**config.mk**
```make
export PLATFORM = sky130hd
export DESIGN_NAME = binary_record_loader
export DESIGN_NICKNAME = d
export VERILOG_FILES = /design/src/design/brl_pkg.sv /design/src/design/brl_parser.sv /design/src/design/brl_outbuf.sv /design/src/design/binary_record_loader.sv
export SDC_FILE = /design/constraint.sdc
export NUM_CORES = 1
export LEC_CHECK = 0
export BUFFER_PORTS_ARGS = -buffer_cell sky130_fd_sc_hd__buf_2
export CORE_UTILIZATION = 40
export CTS_CLUSTER_SIZE = 12
export DETAILED_ROUTE_END_ITERATION = 12
export GPL_TIMING_DRIVEN = 0
export PLACE_DENSITY_LB_ADDON = 0.12
export SETUP_SLACK_MARGIN = 0.15
export SYNTH_ARGS = -nofsm -noshare
export SYNTH_HDL_FRONTEND = slang
export SYNTH_HIERARCHICAL = 1
export SYNTH_SLANG_ARGS = --single-unit
```
**constraint.sdc**
```tcl
create_clock -name clk -period 10.65 [get_ports clk]
set_input_delay 2.13 -clock clk [delete_from_list [all_inputs] [get_ports clk]]
set_output_delay 2.13 -clock clk [all_outputs]
set_load 0.005 [all_outputs]
```
**src/design/brl_pkg.sv**
```systemverilog
// brl_pkg: shared types and constants for the binary record loader.
// Used by brl_parser, brl_outbuf and binary_record_loader.
package brl_pkg;

  typedef enum logic [1:0] {
    EV_WRITE  = 2'd0,
    EV_DONE   = 2'd1,
    EV_CSUM   = 2'd2,
    EV_HEADER = 2'd3
  } event_kind_t;

  localparam logic [7:0]  HDR_DATA  = 8'h0d;
  localparam logic [7:0]  HDR_END   = 8'h0e;
  localparam logic [15:0] COUNT_MAX = 16'hffff;

  typedef struct packed {
    event_kind_t kind;
    logic [31:0] address;
    logic [7:0]  data;
    logic [15:0] number;
    logic        jump;
  } brl_result_t;

endpackage

```
**src/design/brl_parser.sv**
```systemverilog
// brl_parser: per-byte record parser state machine.
// Depends on brl_pkg; produces at most one result per accepted byte.
module brl_parser (
  input  logic                clk,
  input  logic                rst,
  input  logic                step,
  input  logic [7:0]          rx_byte,
  input  logic                run_after_load,
  output logic                result_valid,
  output brl_pkg::brl_result_t result
);
  import brl_pkg::*;

  typedef enum logic [2:0] {
    PH_HEADER,
    PH_ADDR,
    PH_LEN,
    PH_DATA,
    PH_SUM,
    PH_START,
    PH_HALT
  } phase_t;

  phase_t      phase, phase_next;
  logic [1:0]  field_byte_index, field_byte_index_next;
  logic [31:0] record_base, record_base_next;
  logic [15:0] record_length, record_length_next;
  logic [15:0] data_offset, data_offset_next;
  logic [15:0] running_sum, running_sum_next;
  logic [7:0]  sum_low_byte, sum_low_byte_next;
  logic [15:0] record_counter, record_counter_next;
  logic [15:0] offset_inc;
  logic [15:0] length_full;

  assign offset_inc  = data_offset + 16'd1;
  assign length_full = {rx_byte, record_length[7:0]};

  always_comb begin
    phase_next            = phase;
    field_byte_index_next = field_byte_index;
    record_base_next      = record_base;
    record_length_next    = record_length;
    data_offset_next      = data_offset;
    running_sum_next      = running_sum;
    sum_low_byte_next     = sum_low_byte;
    record_counter_next   = record_counter;
    result_valid          = 1'b0;
    result.kind           = EV_WRITE;
    result.address        = 32'd0;
    result.data           = 8'd0;
    result.number         = record_counter;
    result.jump           = 1'b0;
    unique case (phase)
      PH_HEADER: begin
        field_byte_index_next = 2'd0;
        if (rx_byte == HDR_DATA) begin
          running_sum_next   = 16'd0;
          record_length_next = 16'd0;
          data_offset_next   = 16'd0;
          phase_next         = PH_ADDR;
        end else if (rx_byte == HDR_END) begin
          phase_next = PH_START;
        end else begin
          phase_next   = PH_HALT;
          result_valid = 1'b1;
          result.kind  = EV_HEADER;
        end
      end
      PH_ADDR, PH_START: begin
        record_base_next[8*field_byte_index +: 8] = rx_byte;
        if (field_byte_index == 2'd3) begin
          field_byte_index_next = 2'd0;
          if (phase == PH_START) begin
            phase_next     = PH_HALT;
            result_valid   = 1'b1;
            result.kind    = EV_DONE;
            result.address = record_base_next;
            result.jump    = run_after_load;
          end else begin
            phase_next = PH_LEN;
          end
        end else begin
          field_byte_index_next = field_byte_index + 2'd1;
        end
      end
      PH_LEN: begin
        if (field_byte_index == 2'd0) begin
          record_length_next    = {8'd0, rx_byte};
          field_byte_index_next = 2'd1;
        end else begin
          record_length_next    = length_full;
          field_byte_index_next = 2'd0;
          data_offset_next      = 16'd0;
          phase_next            = (length_full == 16'd0) ? PH_SUM : PH_DATA;
        end
      end
      PH_DATA: begin
        running_sum_next = running_sum + {8'd0, rx_byte};
        data_offset_next = offset_inc;
        if (offset_inc == record_length) phase_next = PH_SUM;
        result_valid   = 1'b1;
        result.kind    = EV_WRITE;
        result.address = record_base + {16'd0, data_offset};
        result.data    = rx_byte;
      end
      PH_SUM: begin
        if (field_byte_index == 2'd0) begin
          sum_low_byte_next     = rx_byte;
          field_byte_index_next = 2'd1;
        end else begin
          field_byte_index_next = 2'd0;
          if ({rx_byte, sum_low_byte} != running_sum) begin
            phase_next   = PH_HALT;
            result_valid = 1'b1;
            result.kind  = EV_CSUM;
          end else begin
            if (record_counter != COUNT_MAX) record_counter_next = record_counter + 16'd1;
            phase_next = PH_HEADER;
          end
        end
      end
      PH_HALT: begin
        phase_next = PH_HALT;
      end
      default: begin
        phase_next = PH_HALT;
      end
    endcase
    if (!step) result_valid = 1'b0;
  end

  always_ff @(posedge clk) begin
    if (rst) begin
      phase            <= PH_HEADER;
      field_byte_index <= 2'd0;
      record_counter   <= 16'd1;
    end else if (step) begin
      phase            <= phase_next;
      field_byte_index <= field_byte_index_next;
      record_counter   <= record_counter_next;
    end
  end

  always_ff @(posedge clk) begin
    if (step) begin
      record_base   <= record_base_next;
      record_length <= record_length_next;
      data_offset   <= data_offset_next;
      running_sum   <= running_sum_next;
      sum_low_byte  <= sum_low_byte_next;
    end
  end

endmodule

```
**src/design/brl_outbuf.sv**
```systemverilog
// brl_outbuf: result register with one skid entry.
// Depends on brl_pkg for the result struct.
module brl_outbuf (
  input  logic                 clk,
  input  logic                 rst,
  input  logic                 push,
  input  brl_pkg::brl_result_t push_data,
  input  logic                 out_stall,
  output logic                 out_valid,
  output brl_pkg::brl_result_t out_data,
  output logic                 full
);
  import brl_pkg::*;

  brl_result_t skid_data;
  logic        skid_valid;
  logic        take;

  assign take = out_valid && !out_stall;
  assign full = skid_valid;

  always_ff @(posedge clk) begin
    if (rst) begin
      out_valid  <= 1'b0;
      skid_valid <= 1'b0;
    end else if (!out_valid || take) begin
      if (skid_valid) begin
        out_valid  <= 1'b1;
        skid_valid <= push;
      end else begin
        out_valid  <= push;
      end
    end else if (push) begin
      skid_valid <= 1'b1;
    end
  end

  always_ff @(posedge clk) begin
    if (!out_valid || take) begin
      if (skid_valid) begin
        out_data <= skid_data;
        if (push) skid_data <= push_data;
      end else if (push) begin
        out_data <= push_data;
      end
    end else if (push) begin
      skid_data <= push_data;
    end
  end

endmodule

```
**src/design/binary_record_loader.sv**
```systemverilog
// binary_record_loader: top level of the download record parser.
// Depends on brl_pkg, brl_parser and brl_outbuf.
//
// Usage:
//   Input channel (in_valid, in_stall, rx_byte) carries one stream byte per
//   request. Output channel (out_valid, out_stall, event_kind, ...) carries
//   memory writes, done, and the two error reports.
//   cfg_we/cfg_data write run_after_load; write only while the block is idle.
// Output: a result is registered in the output register, or in the skid
//   entry while a stalled result holds. Throughput: one byte per cycle
//   while in_stall is low; the parser updates its state per accepted byte
//   and the output register plus one skid entry decouple the sides.
// Stall: a stalled result holds; one more result is absorbed by the skid
//   entry, after which in_stall rises until the stalled result is taken.
// Reset: parser returns to awaiting a header, record count to 1,
//   run_after_load to 0, output channel empties. After done or an error
//   every byte is accepted and dropped until reset.
module binary_record_loader (
  input  logic        clk,
  input  logic        rst,
  input  logic        cfg_we,
  input  logic        cfg_data,
  input  logic        in_valid,
  output logic        in_stall,
  input  logic [7:0]  rx_byte,
  output logic        out_valid,
  input  logic        out_stall,
  output logic [1:0]  event_kind,
  output logic [31:0] target_address,
  output logic [7:0]  write_data,
  output logic [15:0] record_number,
  output logic        jump_request
);
  import brl_pkg::*;

  logic        run_after_load;
  logic        accept;
  logic        result_valid;
  logic        full;
  brl_result_t result;
  brl_result_t out_data;

  always_ff @(posedge clk) begin
    if (rst) begin
      run_after_load <= 1'b0;
    end else if (cfg_we) begin
      run_after_load <= cfg_data;
    end
  end

  assign in_stall = full;
  assign accept   = in_valid && !in_stall;

  brl_parser u_parser (
    .clk            (clk),
    .rst            (rst),
    .step           (accept),
    .rx_byte        (rx_byte),
    .run_after_load (run_after_load),
    .result_valid   (result_valid),
    .result         (result)
  );

  brl_outbuf u_outbuf (
    .clk       (clk),
    .rst       (rst),
    .push      (result_valid),
    .push_data (result),
    .out_stall (out_stall),
    .out_valid (out_valid),
    .out_data  (out_data),
    .full      (full)
  );

  assign event_kind     = out_data.kind;
  assign target_address = out_data.address;
  assign write_data     = out_data.data;
  assign record_number  = out_data.number;
  assign jump_request   = out_data.jump;

  a_skid_behind_out: assert property (@(posedge clk) disable iff (rst)
    full |-> out_valid)
    else $error("skid entry held while output register empty");

  a_jump_only_done: assert property (@(posedge clk) disable iff (rst)
    (out_valid && jump_request) |-> (event_kind == EV_DONE))
    else $error("jump request on a result other than done");

  a_error_fields_clear: assert property (@(posedge clk) disable iff (rst)
    (out_valid && (event_kind == EV_CSUM || event_kind == EV_HEADER))
      |-> (target_address == 32'd0 && write_data == 8'd0))
    else $error("error result carries address or data");

endmodule
```
* After elaboration in Yosys (flattened, before gate mapping)
Cells that the tools add are included.
** Cells by class
- $add $sub $neg :: 6
- Equal/unequal tests :: 18
- Shift operators :: 2
- Muxes and demuxes :: 49
- Bitwise logic cells :: 2
- Reduce and logical (&&, ||, !) cells :: 27
** Operators by type and width (number)
- 59-bit two-way mux :: 5
- 16-bit case mux with 2 select lines :: 2
- 32-bit case mux with 2 select lines :: 1
- 16-bit two-way mux :: 3
- 16-bit case mux with 3 select lines :: 1
- 34-bit two-way mux :: 1
- 5-bit negator with 34-bit output :: 1
- 8-bit by 34-bit variable shift with 32-bit output (first input constant) :: 1
- 8-bit by 34-bit variable part select with 32-bit output :: 1
- 33-bit two-way mux :: 1
- 16-bit by 1-bit adder with 16-bit output (second input constant) :: 2
- 32-bit by 16-bit adder with 32-bit output :: 1
- 32-bit bitwise mux :: 1
- 3-bit two-way mux :: 8
- 16-bit by 8-bit adder with 16-bit output :: 1
- 16-bit equality test :: 1
- 8-bit by 4-bit equality test with 1-bit output (second input constant) :: 2
- 16-bit logical NOT :: 1
- 16-bit != test :: 1
- 16-bit != test (second input constant) :: 1
- 1-bit two-way mux :: 15
- 3-bit case mux with 5 select lines :: 1
- 2-bit two-way mux :: 6
- 2-bit case mux with 3 select lines :: 2
- 22 further kinds :: 44
** Storage, ports and cells
- Bits in registers :: 230
- Logic and storage cells :: 126

* Longest topological paths before layout
- Word-level depth :: 9
- Mapped depth :: 11

* Cells and area by module
Netlist, hierarchy kept.
** By module, submodules not included
- brl_parser :: times used 1, cells an instance 850, area an instance 7677.4 um2, sequential area each 3062.9 um2
- brl_outbuf :: times used 1, cells an instance 196, area an instance 4643.2 um2, sequential area each 3583.4 um2
- binary_record_loader :: times used 1, cells an instance 4, area an instance 40.0 um2, sequential area each 20.0 um2

* Worst setup path before layout
Ideal clock, no wire load.
- Path type :: input-to-reg
- From :: input rx_byte[0]
- To :: register u_outbuf/out_data[0] (netlist name)
- Data arrival time :: 6140 ps
- Slack :: 4014 ps
- Stages :: 10
- Buffers on the path :: 1
- Path through :: clkbuf_1 xnor2_1 nor3_1 nor2_1 a31oi_1 nor3_1 nor3_1 nor2_1 nor2_1 a21oi_1
** Between the ends
- Cells in the longest elaborated chain, start to end :: 7
** Ends and longest elaborated chain
- start, declared :: RTL line binary_record_loader.sv:25 : input logic [7:0] rx_byte,
- 16-bit != test or 8-bit by 4-bit equality test with 1-bit output (tied branches) :: RTL line brl_parser.sv:112, brl_parser.sv:61
- 1-bit two-way mux, on equally long branches :: RTL line brl_parser.sv:112, brl_parser.sv:61
- 1-bit two-way mux, on equally long branches :: RTL line brl_parser.sv:107, brl_parser.sv:56
- 1-bit case mux with 4 select lines * :: RTL line brl_parser.sv:53 : unique case (phase)
- 1-bit two-way mux * :: RTL line brl_parser.sv:129 : if (!step) result_valid = 1'b0;
- net result_valid :: RTL line binary_record_loader.sv:38 : logic result_valid;
- 2-bit nonzero test (no line) *
- 2-bit AND reduction (no line) *
Mark *: on every way through the listed nets, which the timed path passes. The rest lies on a longest branch.
A chain may end at the register's enable or synchronous reset.

* Worst setup path after layout
- From :: input rx_byte[5]
- To :: register u_parser.record_length[4], enable pin
** Between the ends
- Cells in the longest elaborated chain, start to end :: 3
** Ends and longest elaborated chain
- 8-bit by 4-bit equality test with 1-bit output :: RTL line brl_parser.sv:56 : if (rx_byte == HDR_DATA) begin
- 2-bit by 1-bit != test with 1-bit output (no line)
- 4-bit AND reduction (no line)
- end signal, assigned :: RTL line brl_parser.sv:147 : record_length <= record_length_next;
- end, declared :: RTL line brl_parser.sv:27 : logic [15:0] record_length, record_length_next;
No other way between the ends.

==> impl_metrics.csv <==
group,metric,value,unit
status,status,"completed",
yosys,synthesis.nets,1099,
clocking,cts_setup_buffers,0,
critical_path,cp_max_fo,9,
critical_path,crit_type,"primary input to flip-flop",
yosys,ys_ff_latch,230,
sta,finClkSkew,34.0,ps
placement,portBuffers,74,
final_layout,final_cells,1569,
yosys,synth_top_family_by_area,"simple AND/OR/NAND/NOR gates",
routing,vias,8404,
sta,timing.hold.ws,497,ps
clocking,cts_hold_buf,0,
routing,wl_per_cell,18.9,um
yosys,yosys_warnings,6,
clocking,cts_made_buffers,26,
sta,finalCriticalPeriod,5730,ps
placement,gp_congestion,0.855,
sta,drv_slew,0,
routing,drt_iter0_drc,579,
critical_path,required,10790,ps
pwr,power_density,218,mW/mm^2
placement,placed_cell_area,0.0134,sq mm
clocking,cts.clk_slew.worst_paths,60,ps
final_layout,syn2layout_area_growth,15.0,%
yosys,synth_enable_flop_cells,206,
critical_path,cp.arrival,5870,ps
final_layout,nets,1208,
critical_path,r2r_cells,4,
sta,rsz0062_at_grt,"no",
routing,drc,0,
critical_path,crit_end,"u_parser/record_length[4]",
yosys,synth_simple_gate_area_share,14.1,%
pwr,p_int,2.10,mW
clocking,cts_resized,0,
global_routing,grt_use_total,18.9,%
floorplanning,die_w,178,um
yosys,synthArstFlopShare,0,%
routing,dr.pass1.iters,4,
yosys,synthAdderAreaFrac,3.66,%
floorplanning,start_util,41.2,%
placement,dpl.hpwl,21000,um
clocking,clk_latency,550,ps
pwr,ir_drop,134,uV
critical_path,r2r_end,"u_parser/record_length[4]",
global_routing,grt_pass1_vias,7990,
routing,via_per_inst,5.36,
sta,worstMarginPinSlew,1230,ps
placement,dp_cells,1521,
yosys,synth-seq-area-share,53.9,%
floorplanning,die_h,178,um
clocking,cts_sinks,230,
critical_path,reg2reg_from,"u_outbuf/full",
floorplanning,ios,75,
yosys,synthCells,1050,
clocking,cts_tree,"built",
pwr,switchingPower,0.994,mW
yosys,synth_cell_type_count,71,
pwr,comb_power_share,29.2,%
sta,max_freq,174,MHz
sta,final-hold-violation-count,0,
routing,drtAntennaViolNets,0,
pwr,switching_share,32.1,%
global_routing,grt_overflow,0,
floorplanning,core.rowCount,63,
yosys,synth_xor_area_share,6.38,%
critical_path,critical_path_depth,8,
routing,drt-total-wl,29700,um
worst_hold_path,worstHoldStart,"run_after_load",
critical_path,path_cells,"buf_2 > buf_2 > or4_2 > nor2_1 > and4_1 > o21ai_0 > nor3_1 > a21boi_0",
critical_path,critPathLaunch,"rx_byte[5]",
critical_path,worst-path-buf-inv,2,
final_layout,final_area,0.0142,sq mm
placement,dp_slack,4400,ps
yosys,synth-compound-area-share,10.1,%
sta,fin_crit_sh,53.8,%
critical_path,crit_family,"simple AND/OR/NAND/NOR gates",
clocking,root_buffer,"clkbuf_16",
yosys,avgSynthCellArea,11.8,sq um
sta,setup_tns,0,ps
critical_path,critical_path.most_common_cell,"buf_2",
yosys,synth_ff_type,"edfxtp_1",
final_layout,n_antenna_cell,0,
yosys,syn_area,0.0124,sq mm
clocking,cts_max_level,1,
final_layout,drive_gt1_share,18.4,%
sta,slew_headroom,17.1,%
global_routing,antenna_found_initial,1,
flow_run,maxCapViolations,0,
pwr,seq_power_share,42.6,%
critical_path,startpoint_type,"primary input",
critical_path,regToRegSetupSlack,7020,ps
global_routing,grt_first_pass_wirelength,46000,um
critical_path,slowest_delay,1030,ps
floorplanning,core,0.0300,sq mm
worst_hold_path,hold_class,"flip-flop to flip-flop",
global_routing,grt_max_degree,33,
yosys,synth_mux_area_share,7.63,%
sta,finalSetupViolations,0,
critical_path,end_kind,"flip-flop",
pwr,power_leakage,5.25,nW
floorplanning,die_area,0.0316,sq mm
final_layout,layout_commonest_cell,"edfxtp_1",
clocking,clk_path_buf_depth,3,
final_layout,most-common-layout-cells,"edfxtp_1 (206), nand2_1 (88), o21ai_0 (79)",
sta,setup_ws,4920,ps
critical_path,crit_slowest_cell,"a21boi_0",
pwr,clkPwrFrac,28.2,%
## cell usage after synthesis (all sizes together), types with 9 or more instances
cell type  instances  share of area, %
and3              23               1.2
xor2              34               2.4
dfxtp             24               3.9
ha                33               3.3
and4              12              0.85
nor3              21              0.85
a22o              10              0.71
buf               18               1.6
clkbuf            30              0.92
or3               10              0.51
and2              20               1.0
inv               54               1.6
nor2b              9              0.46
o211ai            10              0.61
xnor2             43               3.0
or4                9              0.56
mux2              60               7.2
nand3             23              0.93
a21o               9              0.55
nand4             16              0.86
nor2              75               2.3
a21oi             39               1.6
edfxtp           206                50
nor4              18               1.3
nand2             88               2.7
o21ai             81               3.3
## sequential cells by signal (all words and copies together) (netlist names)
signal,flops
u_parser/data_offset,16
u_parser/record_counter,16
u_parser/record_base,32
u_outbuf/out_valid,1
u_parser/sum_low_byte,8
run_after_load,1
u_parser/field_byte_index,2
u_parser/record_length,16
u_parser/phase,3
u_outbuf/out_data,59
u_parser/running_sum,16
u_outbuf/full,1
u_outbuf/skid_data,59
## routing by layer
layer  track usage [%]  up-vias  part of all wire [%]
met3              2.36       50                   4.5
met4              6.66        0                   3.6
met5                 0        -                     0
li1                  -     4113                     -
met1              26.7     4041                    47
met2              29.8      200                    45
## worst min-delay path by stage
stage                             endpoint  slack (ps)  cells past startpoint
floorplan                   run_after_load         450                      2
global placement            run_after_load         470                      2
detailed placement          run_after_load         490                      2
CTS                         run_after_load         500                      2
global route        u_outbuf/skid_data[11]         530                      0
finish                      run_after_load         500                      2
## worst min-delay path: cells and delay by family, from the launching register on
kind	cells	cell delay (ps)
DFF	1	320
and+or+nand+nor	1	80
muxes	1	60
## cell families (layout without fill, tap and decap cells)
| logic type | Yosys count | count (layout) |
|---|---|---|
| and+or+nand+nor | 335 | 335 |
| DFF | 230 | 230 |
| AOI/OAI and AO/OA | 201 | 201 |
| buffers and inverters | 102 | 231 |
| xor gates and xnor gates | 82 | 82 |
| muxes | 65 | 65 |
| adders and majority gates | 35 | 35 |
## through the flow
| stage | power [mW] | util [%] |
|---|---|---|
| 2_1_floorplan | 1.93 | - |
| 5_1_grt | 3.27 | 47.3 |
| 3_3_place_gp | 2.21 | 44.0 |
| 6_report | 3.10 | 47.3 |
| 4_1_cts | 3.13 | 47.3 |
| 3_5_place_dp | 2.24 | 44.5 |
## layout make-up
type	count	area (sq um)
fillers	2748	15800
flip-flops and latches	230	6670
multi-input cells	718	5210
clock buffers	38	748
repair buffers	81	495
well taps	390	488
plain buffers	48	317
inverters	54	203
clock inverters	10	87.6
## power groups by stage
stage                     combinational, mW  clock (mW)  sequential, mW
after CTS                             0.908       0.902            1.32
final                                 0.903       0.874            1.32
after detailed placement              0.904           0            1.34
after global placement                0.853           0            1.36
after global routing                   1.00       0.930            1.34
after floorplan                       0.591           0            1.34
No activity file was read; power rests on OpenSTA's default activity.
